## config.mk

```make
export PLATFORM = sky130hd
export DESIGN_NAME = robot_velocity_command_decoder
export DESIGN_NICKNAME = d
export VERILOG_FILES = /design/src/rtl/rvcd_pkg.sv /design/src/rtl/rvcd_front.sv /design/src/rtl/rvcd_queue.sv /design/src/rtl/rvcd_back.sv /design/src/rtl/robot_velocity_command_decoder.sv
export SDC_FILE = /design/constraint.sdc
export NUM_CORES = 2
export LEC_CHECK = 0
export ABC_AREA = 1
export BUFFER_PORTS_ARGS = -buffer_cell sky130_fd_sc_hd__buf_2
export CORE_MARGIN = 3
export CORE_UTILIZATION = 57
export DETAILED_ROUTE_END_ITERATION = 6
export GPL_ROUTABILITY_DRIVEN = 0
export GPL_TIMING_DRIVEN = 0
export PLACE_DENSITY = 0.74
export SETUP_SLACK_MARGIN = 0.1
export SLEW_MARGIN = 20
export SYNTH_ARGS = -nofsm -noshare
export SYNTH_HDL_FRONTEND = slang
export SYNTH_SLANG_ARGS = --single-unit
```

## constraint.sdc

```tcl
create_clock -name clock -period 6.8 [get_ports clock]
set_input_delay 1.36 -clock clock [delete_from_list [all_inputs] [get_ports clock]]
set_output_delay 1.36 -clock clock [all_outputs]
set_load 0.05 [all_outputs]
```

## src/rtl/rvcd_pkg.sv

```systemverilog
package rvcd_pkg;

   localparam int DATA_IN_W  = 64;
   localparam int DATA_OUT_W = 56;

   // Held values after reset
   localparam logic [3:0] ROBOT_ID_RESET = 4'd1;
   localparam logic [3:0] DRIBBLE_RESET  = 4'd3;

   // Turn scale of 8/1000 is a division by 125: multiply by ceil(2^23/125) and shift.
   // The rounding error stays below one part in 125 for every 16-bit magnitude.
   localparam logic [16:0] TURN_RECIP = 17'd67109;
   localparam int          TURN_SHIFT = 23;

   // CORDIC gain as a 32-bit fraction
   localparam logic [31:0] CORDIC_GAIN_Q32 = 32'd2608131496;

   localparam int ATAN_LEN = 25;

   // atan(2^-i) in units of 2^-32 of a full turn, rounded
   localparam logic signed [31:0] ATAN_TURN_Q32 [ATAN_LEN] = '{
      32'sd536870912, 32'sd316933406, 32'sd167458907, 32'sd85004756, 32'sd42667331,
      32'sd21354465,  32'sd10679838,  32'sd5340245,   32'sd2670163,  32'sd1335087,
      32'sd667544,    32'sd333772,    32'sd166886,    32'sd83443,    32'sd41722,
      32'sd20861,     32'sd10430,     32'sd5215,      32'sd2608,     32'sd1304,
      32'sd652,       32'sd326,       32'sd163,       32'sd81,       32'sd41
   };

   // One classified command between the front and the back
   typedef struct packed {
      logic               match;
      logic [1:0]         quad;
      logic [29:0]        angle;
      logic [15:0]        mag;
      logic signed [10:0] turn;
      logic [3:0]         dribble;
   } cmd_type;

   typedef enum logic [2:0] {
      BK_IDLE,
      BK_ROTATE,
      BK_MAP,
      BK_SCALE,
      BK_EMIT
   } back_state_type;

endpackage

```

## src/rtl/rvcd_front.sv

```systemverilog
module rvcd_front (
   input  logic                              clock,
   input  logic                              reset,
   input  logic                              csr_wr_en,
   input  logic [3:0]                        csr_wr_data,
   input  logic                              req_tvalid,
   output logic                              req_tready,
   input  logic [rvcd_pkg::DATA_IN_W-1:0]    req_tdata,
   output logic                              push_valid,
   input  logic                              push_ready,
   output rvcd_pkg::cmd_type                 push_data
);
   import rvcd_pkg::*;

   logic [3:0]  robot_id_ff;
   logic [3:0]  robot_id_in;
   logic        slot_valid_ff;
   logic        slot_valid_in;
   cmd_type     slot_ff;
   cmd_type     slot_in;
   logic        accept;

   logic [7:0]  header_byte;
   logic [15:0] speed_magnitude;
   logic [15:0] heading;
   logic [15:0] turn_magnitude;
   logic [7:0]  aux_byte;
   logic [32:0] turn_prod;
   logic [9:0]  turn_abs;
   logic        full_turn;

   assign header_byte     = req_tdata[7:0];
   assign speed_magnitude = req_tdata[23:8];
   assign heading         = req_tdata[39:24];
   assign turn_magnitude  = req_tdata[55:40];
   assign aux_byte        = req_tdata[63:56];

   assign req_tready = !slot_valid_ff || push_ready;
   assign accept     = req_tvalid && req_tready;
   assign push_valid = slot_valid_ff;
   assign push_data  = slot_ff;

   assign robot_id_in   = csr_wr_en ? csr_wr_data : robot_id_ff;
   assign slot_valid_in = accept || (slot_valid_ff && !push_ready);

   always_comb begin
      // The phase is heading * 2^32 / 65535, which is the heading repeated in both
      // halves of the word, except that a heading of all ones wraps to zero.
      full_turn = (heading == 16'hFFFF);
      turn_prod = {1'b0, turn_magnitude} * TURN_RECIP;
      turn_abs  = turn_prod[TURN_SHIFT +: 10];

      slot_in.match   = (header_byte[3:0] != 4'd0) &&
                        ((header_byte[3:0] - 4'd1) == robot_id_ff);
      slot_in.quad    = full_turn ? 2'd0 : heading[15:14];
      slot_in.angle   = full_turn ? 30'd0 : {heading[13:0], heading};
      slot_in.mag     = speed_magnitude;
      slot_in.turn    = header_byte[7] ? -$signed({1'b0, turn_abs}) : $signed({1'b0, turn_abs});
      slot_in.dribble = aux_byte[3:0];
   end

   always_ff @(posedge clock) begin
      if (reset) begin
         robot_id_ff   <= ROBOT_ID_RESET;
         slot_valid_ff <= 1'b0;
      end else begin
         robot_id_ff   <= robot_id_in;
         slot_valid_ff <= slot_valid_in;
      end
   end

   always_ff @(posedge clock) begin
      if (accept) begin
         slot_ff <= slot_in;
      end
   end

endmodule

```

## src/rtl/rvcd_queue.sv

```systemverilog
module rvcd_queue #(
   parameter int DEPTH = 4
) (
   input  logic              clock,
   input  logic              reset,
   input  logic              push_valid,
   output logic              push_ready,
   input  rvcd_pkg::cmd_type push_data,
   output logic              pop_valid,
   input  logic              pop_ready,
   output rvcd_pkg::cmd_type pop_data
);
   import rvcd_pkg::*;

   localparam int PtrW = (DEPTH > 1) ? $clog2(DEPTH) : 1;
   localparam int CntW = $clog2(DEPTH + 1);

   cmd_type           entry_ff [DEPTH];
   logic [PtrW-1:0]   wr_ptr_ff;
   logic [PtrW-1:0]   wr_ptr_in;
   logic [PtrW-1:0]   rd_ptr_ff;
   logic [PtrW-1:0]   rd_ptr_in;
   logic [CntW-1:0]   count_ff;
   logic [CntW-1:0]   count_in;
   logic              push;
   logic              pop;

   assign push_ready = (count_ff != CntW'(DEPTH));
   assign pop_valid  = (count_ff != '0);
   assign push       = push_valid && push_ready;
   assign pop        = pop_valid && pop_ready;
   assign pop_data   = entry_ff[rd_ptr_ff];

   always_comb begin
      wr_ptr_in = wr_ptr_ff;
      rd_ptr_in = rd_ptr_ff;
      count_in  = count_ff;
      if (push) begin
         wr_ptr_in = (wr_ptr_ff == PtrW'(DEPTH - 1)) ? '0 : wr_ptr_ff + 1'b1;
      end
      if (pop) begin
         rd_ptr_in = (rd_ptr_ff == PtrW'(DEPTH - 1)) ? '0 : rd_ptr_ff + 1'b1;
      end
      if (push && !pop) begin
         count_in = count_ff + 1'b1;
      end else if (pop && !push) begin
         count_in = count_ff - 1'b1;
      end
   end

   always_ff @(posedge clock) begin
      if (reset) begin
         wr_ptr_ff <= '0;
         rd_ptr_ff <= '0;
         count_ff  <= '0;
      end else begin
         wr_ptr_ff <= wr_ptr_in;
         rd_ptr_ff <= rd_ptr_in;
         count_ff  <= count_in;
      end
   end

   always_ff @(posedge clock) begin
      if (push) begin
         entry_ff[wr_ptr_ff] <= push_data;
      end
   end

endmodule

```

## src/rtl/rvcd_back.sv

```systemverilog
module rvcd_back #(
   parameter int TRIG_FRAC_BITS = 16
) (
   input  logic                              clock,
   input  logic                              reset,
   input  logic                              pop_valid,
   output logic                              pop_ready,
   input  rvcd_pkg::cmd_type                 pop_data,
   output logic                              rsp_tvalid,
   input  logic                              rsp_tready,
   output logic [rvcd_pkg::DATA_OUT_W-1:0]   rsp_tdata,
   output logic                              rsp_tuser
);
   import rvcd_pkg::*;

   localparam int F   = TRIG_FRAC_BITS;
   localparam int XW  = F + 3;
   localparam int CW  = F + 2;
   localparam int PW  = F + 19;
   localparam int IW  = $clog2(F);
   localparam int AW  = $clog2(ATAN_LEN);

   localparam logic [31:0]          GainInit = CORDIC_GAIN_Q32 >> (32 - F);
   localparam logic [IW-1:0]        LastIter = IW'(F - 1);
   localparam logic signed [XW:0]   UnitWide = (XW + 1)'(2 ** F);
   localparam logic signed [CW-1:0] UnitPos  = CW'(2 ** F);
   localparam logic signed [PW-1:0] TruncBias = PW'((2 ** F) - 1);

   back_state_type        state_ff;
   back_state_type        state_in;
   cmd_type               cmd_ff;
   logic [IW-1:0]         iter_ff;
   logic signed [XW-1:0]  x_ff;
   logic signed [XW-1:0]  x_in;
   logic signed [XW-1:0]  y_ff;
   logic signed [XW-1:0]  y_in;
   logic signed [31:0]    z_ff;
   logic signed [31:0]    z_in;
   logic signed [CW-1:0]  c_ff;
   logic signed [CW-1:0]  c_in;
   logic signed [CW-1:0]  s_ff;
   logic signed [CW-1:0]  s_in;
   logic signed [PW-1:0]  px_ff;
   logic signed [PW-1:0]  px_in;
   logic signed [PW-1:0]  py_ff;
   logic signed [PW-1:0]  py_in;

   logic [16:0]           held_x_ff;
   logic [16:0]           held_y_ff;
   logic [10:0]           held_turn_ff;
   logic [3:0]            held_dribble_ff;

   logic                  rsp_valid_ff;
   logic                  rsp_valid_in;
   logic [DATA_OUT_W-1:0] rsp_data_ff;
   logic [DATA_OUT_W-1:0] rsp_data_in;
   logic                  rsp_user_ff;

   logic                  out_free;
   logic                  load_out;
   logic [AW-1:0]         atan_idx;
   logic signed [XW-1:0]  dx;
   logic signed [XW-1:0]  dy;
   logic signed [XW:0]    c_raw;
   logic signed [XW:0]    s_raw;
   logic signed [XW:0]    xe;
   logic signed [XW:0]    ye;
   logic signed [16:0]    mag_s;
   logic signed [PW-1:0]  px_adj;
   logic signed [PW-1:0]  py_adj;
   logic signed [PW-1:0]  px_sh;
   logic signed [PW-1:0]  py_sh;
   logic [16:0]           out_x;
   logic [16:0]           out_y;
   logic [10:0]           out_turn;
   logic [3:0]            out_dribble;

   assign out_free = !rsp_valid_ff || rsp_tready;

   // Next state
   always_comb begin
      state_in = state_ff;
      case (state_ff)
         BK_IDLE: begin
            if (pop_valid) begin
               state_in = pop_data.match ? BK_ROTATE : BK_EMIT;
            end
         end
         BK_ROTATE: begin
            if (iter_ff == LastIter) begin
               state_in = BK_MAP;
            end
         end
         BK_MAP:   state_in = BK_SCALE;
         BK_SCALE: state_in = BK_EMIT;
         BK_EMIT: begin
            if (out_free) begin
               state_in = BK_IDLE;
            end
         end
         default:  state_in = BK_IDLE;
      endcase
   end

   // State outputs
   always_comb begin
      pop_ready = 1'b0;
      load_out  = 1'b0;
      case (state_ff)
         BK_IDLE: pop_ready = 1'b1;
         BK_EMIT: load_out  = out_free;
         default: begin
            pop_ready = 1'b0;
            load_out  = 1'b0;
         end
      endcase
   end

   // One CORDIC micro-rotation; the residual angle sign picks the direction.
   always_comb begin
      atan_idx = AW'(iter_ff);
      dx = y_ff >>> iter_ff;
      dy = x_ff >>> iter_ff;
      if (!z_ff[31]) begin
         x_in = x_ff - dx;
         y_in = y_ff + dy;
         z_in = z_ff - ATAN_TURN_Q32[atan_idx];
      end else begin
         x_in = x_ff + dx;
         y_in = y_ff - dy;
         z_in = z_ff + ATAN_TURN_Q32[atan_idx];
      end
   end

   // Quadrant fold-back and saturation to plus or minus one
   always_comb begin
      xe = {x_ff[XW-1], x_ff};
      ye = {y_ff[XW-1], y_ff};
      case (cmd_ff.quad)
         2'd0: begin
            c_raw = xe;
            s_raw = ye;
         end
         2'd1: begin
            c_raw = -ye;
            s_raw = xe;
         end
         2'd2: begin
            c_raw = -xe;
            s_raw = -ye;
         end
         default: begin
            c_raw = ye;
            s_raw = -xe;
         end
      endcase
      if (c_raw > UnitWide) begin
         c_in = UnitPos;
      end else if (c_raw < -UnitWide) begin
         c_in = -UnitPos;
      end else begin
         c_in = c_raw[CW-1:0];
      end
      if (s_raw > UnitWide) begin
         s_in = UnitPos;
      end else if (s_raw < -UnitWide) begin
         s_in = -UnitPos;
      end else begin
         s_in = s_raw[CW-1:0];
      end
   end

   always_comb begin
      mag_s = $signed({1'b0, cmd_ff.mag});
      px_in = mag_s * c_ff;
      py_in = mag_s * s_ff;
      // Adding the bias to negative products makes the shift truncate toward zero.
      px_adj = px_ff + (px_ff[PW-1] ? TruncBias : '0);
      py_adj = py_ff + (py_ff[PW-1] ? TruncBias : '0);
      px_sh  = px_adj >>> F;
      py_sh  = py_adj >>> F;
   end

   always_comb begin
      if (cmd_ff.match) begin
         out_x       = px_sh[16:0];
         out_y       = py_sh[16:0];
         out_turn    = cmd_ff.turn;
         out_dribble = cmd_ff.dribble;
      end else begin
         out_x       = held_x_ff;
         out_y       = held_y_ff;
         out_turn    = held_turn_ff;
         out_dribble = held_dribble_ff;
      end
      rsp_data_in  = {7'd0, out_dribble, out_turn, out_y, out_x};
      rsp_valid_in = load_out || (rsp_valid_ff && !rsp_tready);
   end

   always_ff @(posedge clock) begin
      if (reset) begin
         state_ff        <= BK_IDLE;
         rsp_valid_ff    <= 1'b0;
         held_x_ff       <= '0;
         held_y_ff       <= '0;
         held_turn_ff    <= '0;
         held_dribble_ff <= DRIBBLE_RESET;
      end else begin
         state_ff     <= state_in;
         rsp_valid_ff <= rsp_valid_in;
         if (load_out && cmd_ff.match) begin
            held_x_ff       <= out_x;
            held_y_ff       <= out_y;
            held_turn_ff    <= out_turn;
            held_dribble_ff <= out_dribble;
         end
      end
   end

   always_ff @(posedge clock) begin
      case (state_ff)
         BK_IDLE: begin
            if (pop_valid) begin
               cmd_ff  <= pop_data;
               x_ff    <= $signed(XW'(GainInit));
               y_ff    <= '0;
               z_ff    <= $signed({2'b00, pop_data.angle});
               iter_ff <= '0;
            end
         end
         BK_ROTATE: begin
            x_ff    <= x_in;
            y_ff    <= y_in;
            z_ff    <= z_in;
            iter_ff <= iter_ff + 1'b1;
         end
         BK_MAP: begin
            c_ff <= c_in;
            s_ff <= s_in;
         end
         BK_SCALE: begin
            px_ff <= px_in;
            py_ff <= py_in;
         end
         default: begin
         end
      endcase
      if (load_out) begin
         rsp_data_ff <= rsp_data_in;
         rsp_user_ff <= cmd_ff.match;
      end
   end

   assign rsp_tvalid = rsp_valid_ff;
   assign rsp_tdata  = rsp_data_ff;
   assign rsp_tuser  = rsp_user_ff;

endmodule

```

## src/rtl/robot_velocity_command_decoder.sv

```systemverilog
// Robot velocity command decoder.
// The req channel takes one decoded command packet per transfer; the rsp channel
// returns exactly one result per packet, in order: the held velocity command, with
// rsp_tuser high when this packet's id matched and the command was replaced.
// The csr port sets the robot id; write it only while no packet is in flight.
// A packet passes a front register that checks the id and scales the turn speed,
// then a queue of QUEUE_DEPTH entries, then the back end. The back end runs an
// iterative CORDIC, one micro-rotation per cycle, and takes no new packet until
// the last one is emitted, which sets the sustained rate. A matching packet passes
// the rotate, map, scale and emit states; a packet for another robot goes from
// idle straight to emit. Either way, the result reaches rsp_tvalid through the
// output register, after any wait in the queue.
// The result sits in an output register: while the receiver stalls, the back end
// waits with the next result, the queue keeps filling and req_tready drops only
// once the queue and front register are full.
// Reset clears the pipeline, sets the robot id to 1 and the held command to zero
// speeds with dribble power 3.
module robot_velocity_command_decoder #(
   parameter int TRIG_FRAC_BITS = 16,
   parameter int QUEUE_DEPTH    = 4
) (
   input  logic        clock,
   input  logic        reset,
   input  logic        csr_wr_en,
   input  logic [3:0]  csr_wr_data,      // robot_id
   input  logic        req_tvalid,
   output logic        req_tready,
   // header_byte[7:0], speed_magnitude[23:8], heading[39:24],
   // turn_magnitude[55:40], aux_byte[63:56]
   input  logic [63:0] req_tdata,
   output logic        rsp_tvalid,
   input  logic        rsp_tready,
   // speed_x[16:0], speed_y[33:17], speed_turn[44:34], dribbler_drive[48:45], zeros above
   output logic [55:0] rsp_tdata,
   output logic        rsp_tuser         // matched
);
   import rvcd_pkg::*;

   logic    push_valid;
   logic    push_ready;
   cmd_type push_data;
   logic    pop_valid;
   logic    pop_ready;
   cmd_type pop_data;

   rvcd_front u_front (
      .clock       (clock),
      .reset       (reset),
      .csr_wr_en   (csr_wr_en),
      .csr_wr_data (csr_wr_data),
      .req_tvalid  (req_tvalid),
      .req_tready  (req_tready),
      .req_tdata   (req_tdata),
      .push_valid  (push_valid),
      .push_ready  (push_ready),
      .push_data   (push_data)
   );

   rvcd_queue #(
      .DEPTH (QUEUE_DEPTH)
   ) u_queue (
      .clock      (clock),
      .reset      (reset),
      .push_valid (push_valid),
      .push_ready (push_ready),
      .push_data  (push_data),
      .pop_valid  (pop_valid),
      .pop_ready  (pop_ready),
      .pop_data   (pop_data)
   );

   rvcd_back #(
      .TRIG_FRAC_BITS (TRIG_FRAC_BITS)
   ) u_back (
      .clock      (clock),
      .reset      (reset),
      .pop_valid  (pop_valid),
      .pop_ready  (pop_ready),
      .pop_data   (pop_data),
      .rsp_tvalid (rsp_tvalid),
      .rsp_tready (rsp_tready),
      .rsp_tdata  (rsp_tdata),
      .rsp_tuser  (rsp_tuser)
   );

   a_rsp_idle_after_reset: assert property (@(posedge clock) reset |=> !rsp_tvalid)
      else $error("result valid right after reset");

   a_turn_range: assert property (@(posedge clock) disable iff (reset)
      rsp_tvalid |-> ($signed(rsp_tdata[44:34]) <= 11'sd524 &&
                      $signed(rsp_tdata[44:34]) >= -11'sd524))
      else $error("turn speed outside the scaled range");

   a_speed_range: assert property (@(posedge clock) disable iff (reset)
      rsp_tvalid |-> (rsp_tdata[16:0] != 17'h10000 && rsp_tdata[33:17] != 17'h10000))
      else $error("speed beyond the magnitude range");

   a_push_fed_from_front: assert property (@(posedge clock) disable iff (reset)
      (push_valid && !push_ready) |=> push_valid)
      else $error("front slot lost while the queue was full");

endmodule
```

==> results.md <==
- Run status: finished with violations
- Failing checks: DRC
- Largest net degree at the start of global routing: 45
- Crit path capture type: register
- Slew Viols, Final: 0
- CP top delay family: adder cells
- Rel. slew slack: 35.0%
- H-tree Lvls: 2
- Worst R2R Path Depth: 25
- # DRC: 1
- Post-synth ARST share: 0%
- Max FO, Critical Path: 10
- Yosys cell types: 60
- Transition time of the tightest slew-check pin: 975 ps
- CTS tree: built
- # IOs: 132
- Clk Latency, worst-skew pair: 700 ps
- Drt pass-1 iters: 7
- Clock skew: 67.0 ps
- Reg2reg start: u_back.cmd_ff[22]
- Most common cell after layout, fill and taps aside: nand2_1
- Min-Delay Startpoint: u_back.held_turn_ff[2]
- Die Wd: 325 um
- Overall Global Routing Usage: 30.3%
- Clk root buf: clkbuf_16
- WL final: 161 mm
- Fin crit share: 97.0%
- Register-to-register setup slack: 210 ps
- Hold depth: 2
- Global route overflow: 0
- Syn. warnings: 0
- Hold Vio Cnt, Final: 0
- Detailed placement HPWL: 128 mm
- Die Y-Extent: 325 um
- Post-route setup slack: 206 ps
- Max Root-Sink Buffers: 3
- Number of global-route vias before repair: 48000
- Worst r2r dst: u_back.px_ff[34]
- Post-synthesis sequential area ratio: 28.3%
- RSZ-0062 raised after global routing: yes
- Worst EP arrival: 6980 ps
- Worst Path Buf+Inv: 8
- Number of flops mapped to enable cells by yosys: 502
- Critical path class: reg2reg
- CP dominant cell by count: fa_1
- Netlist Area Pre-Place: 58000 um2
- Max Fclk: 0.152 GHz
- Post-synthesis instance total: 7017
- Layout cells sized above 1: 6.66%
- First-pass GRT wire length: 254 mm
- Starting Density: 57.7%
- Crit-path slowest cell: fa_1
- Site row count: 116
- Layout Nets: 8360
- Post-Place Worst Slack: -1560 ps
- Worst-path clk slew: 60 ps
- Seq cells post-synth: 569
- Commonest non-fill, non-tap cells in the layout: nand2_1, inv_1, fa_1
- Initial antenna violation count: 1
- Max_cap viols: 0
- Core ar.: 100000 um2
- Synth-to-layout area growth: 9.19%
- Initial DRC Count: 5051
- Worst hold path class: reg2reg
- Routed vias/inst: 5.60
- Fill count: 8537
- Req. time, crit path: 7190 ps
- Wirelength per Cell: 18.6 um
- Vias post-DR: 48400
- Hold Crit Endpoint: u_back.held_turn_ff[2]
- Final setup vio count: 0
- Cts bufs inserted: 57
- Cts hold-fix bufs: 0
- Worst setup SP type: register
- Avg Inst Size Synth: 8.26 um2
- Minimum clock period: 6590 ps
- Antenna Nets Post-Route: 0
- Clock sink count: 569
- Max incr delay on CP: 520 ps
- # port buffers: 117
- Die Area: 106000 um2
- Top_reg_cell synth: edfxtp_1
-- synth_stat cells, types with 51 or more instances --
library cell	n	area share (%)
inv_1	1466	9.5
nor2_1	481	3.1
clkbuf_1	210	1.4
dfxtp_1	67	2.3
ha_1	424	9.2
nand4_1	57	0.62
fa_1	629	22
edfxtp_1	502	26
a21oi_1	307	2.7
nor3_1	51	0.44
o21ai_0	367	3.2
xnor2_1	70	1.1
o22ai_1	53	0.57
nand3_1	309	2.7
nand2_1	1603	10
xor2_1	104	1.6
-- layout make-up --
cell class / instances / area (um2) / area share (%)
Antenna cell: 1 / 2.50 / 0.00395
Buffer: 242 / 1200 / 1.89
Clock buffer: 68 / 1490 / 2.35
Clock inverter: 36 / 444 / 0.702
Inverter: 1475 / 5540 / 8.75
Multi-Input combinational cell: 4705 / 35100 / 55.4
Sequential cell: 569 / 16400 / 25.9
Tap cell: 1357 / 1700 / 2.68
Timing Repair Buffer: 184 / 1430 / 2.25
-- worst register-to-register path: stages, from the launching register on --
cell and delay, ps:
edfxtp_1 490, clkbuf_4 250, clkbuf_4 250, nand2_1 90, inv_1 50, fa_1 480, inv_1 60, fa_1 510
fa_1 520, inv_1 50, fa_1 500, fa_1 500, inv_1 50, fa_1 480, inv_1 50, ha_1 340
a21oi_1 240, o21ai_1 110, a21oi_1 160, nand3_1 180, nand2_1 100, o211ai_1 240, buf_4 230, nand2_1 70
nand3_2 120, xnor2_4 190
-- what timing repair did --
action,4_1_cts,5_1_grt
resized for setup,82,79
pin swaps,3,3
setup buffers,37,9
setup endpoints to repair,31,24
cloned,0,0
-- logic make-up (layout without fill, tap and decap cells) --
family | Yosys count | in the layout | share of synthesized area (%)
XOR/XNOR | 174 | 174 | 2.63
AO/OA/AOI/OAI | 900 | 900 | 8.57
buffers and inverters | 1749 | 2005 | 11.6
AND/OR/NAND/NOR | 2571 | 2571 | 18.0
other | 1 | 8 | 0.00647
adder cells (fa/ha/maj) | 1053 | 1053 | 30.9
flip-flops | 569 | 569 | 28.3
-- how the worst max path moves through the flow --
stage | from | end | slack (ps) | cells past startpoint
5_1_grt | u_back.cmd_ff[22] | u_back.px_ff[34] | 60 | 25
3_5_place_dp | u_back.cmd_ff[19] | u_back.px_ff[32] | -1560 | 21
3_3_place_gp | u_back.cmd_ff[19] | u_back.px_ff[32] | -1470 | 21
4_1_cts | u_back.cmd_ff[27] | u_back.py_ff[32] | 100 | 23
2_1_floorplan | u_back.c_ff[17] | u_back.px_ff[32] | 750 | 21
6_report | u_back.cmd_ff[22] | u_back.px_ff[34] | 210 | 25
-- through the flow --
stage	area (um2)	cells	utilization (%)	setup TNS [ps]	hold slack, ps
2_1_floorplan	58000	7023	-	0	424
3_3_place_gp	60300	8497	60.0	-47520	434
3_5_place_dp	60700	8518	60.4	-7630	444
4_1_cts	63100	8637	62.9	0	454
5_1_grt	63300	8636	63.0	0	475
6_report	63300	8637	63.0	0	456
-- flip-flops by register name, summed over array words and instances, names as in the netlist, 18 cells and up, named ones only --
signal,cells
u_back.s_ff,18
u_front.push_data,48
u_back.cmd_ff,34
u_back.z_ff,32
u_back.c_ff,18
u_back.y_ff,19
u_back.rsp_tdata,49
u_back.px_ff,34
u_back.py_ff,34
u_back.x_ff,19
u_queue.entry_ff,192
-- metal layers --
layer,GRT usage (%),part of all wire [%],vias up
met1,39.5,39,23100
met3,5.70,9.7,521
met2,49.7,46,2318
li1,-,-,22500
met5,0,0,-
met4,13.2,5.0,0
Power is not shown: default switching activity piles up to over one toggle a cycle in this logic, so the estimate is an artifact.
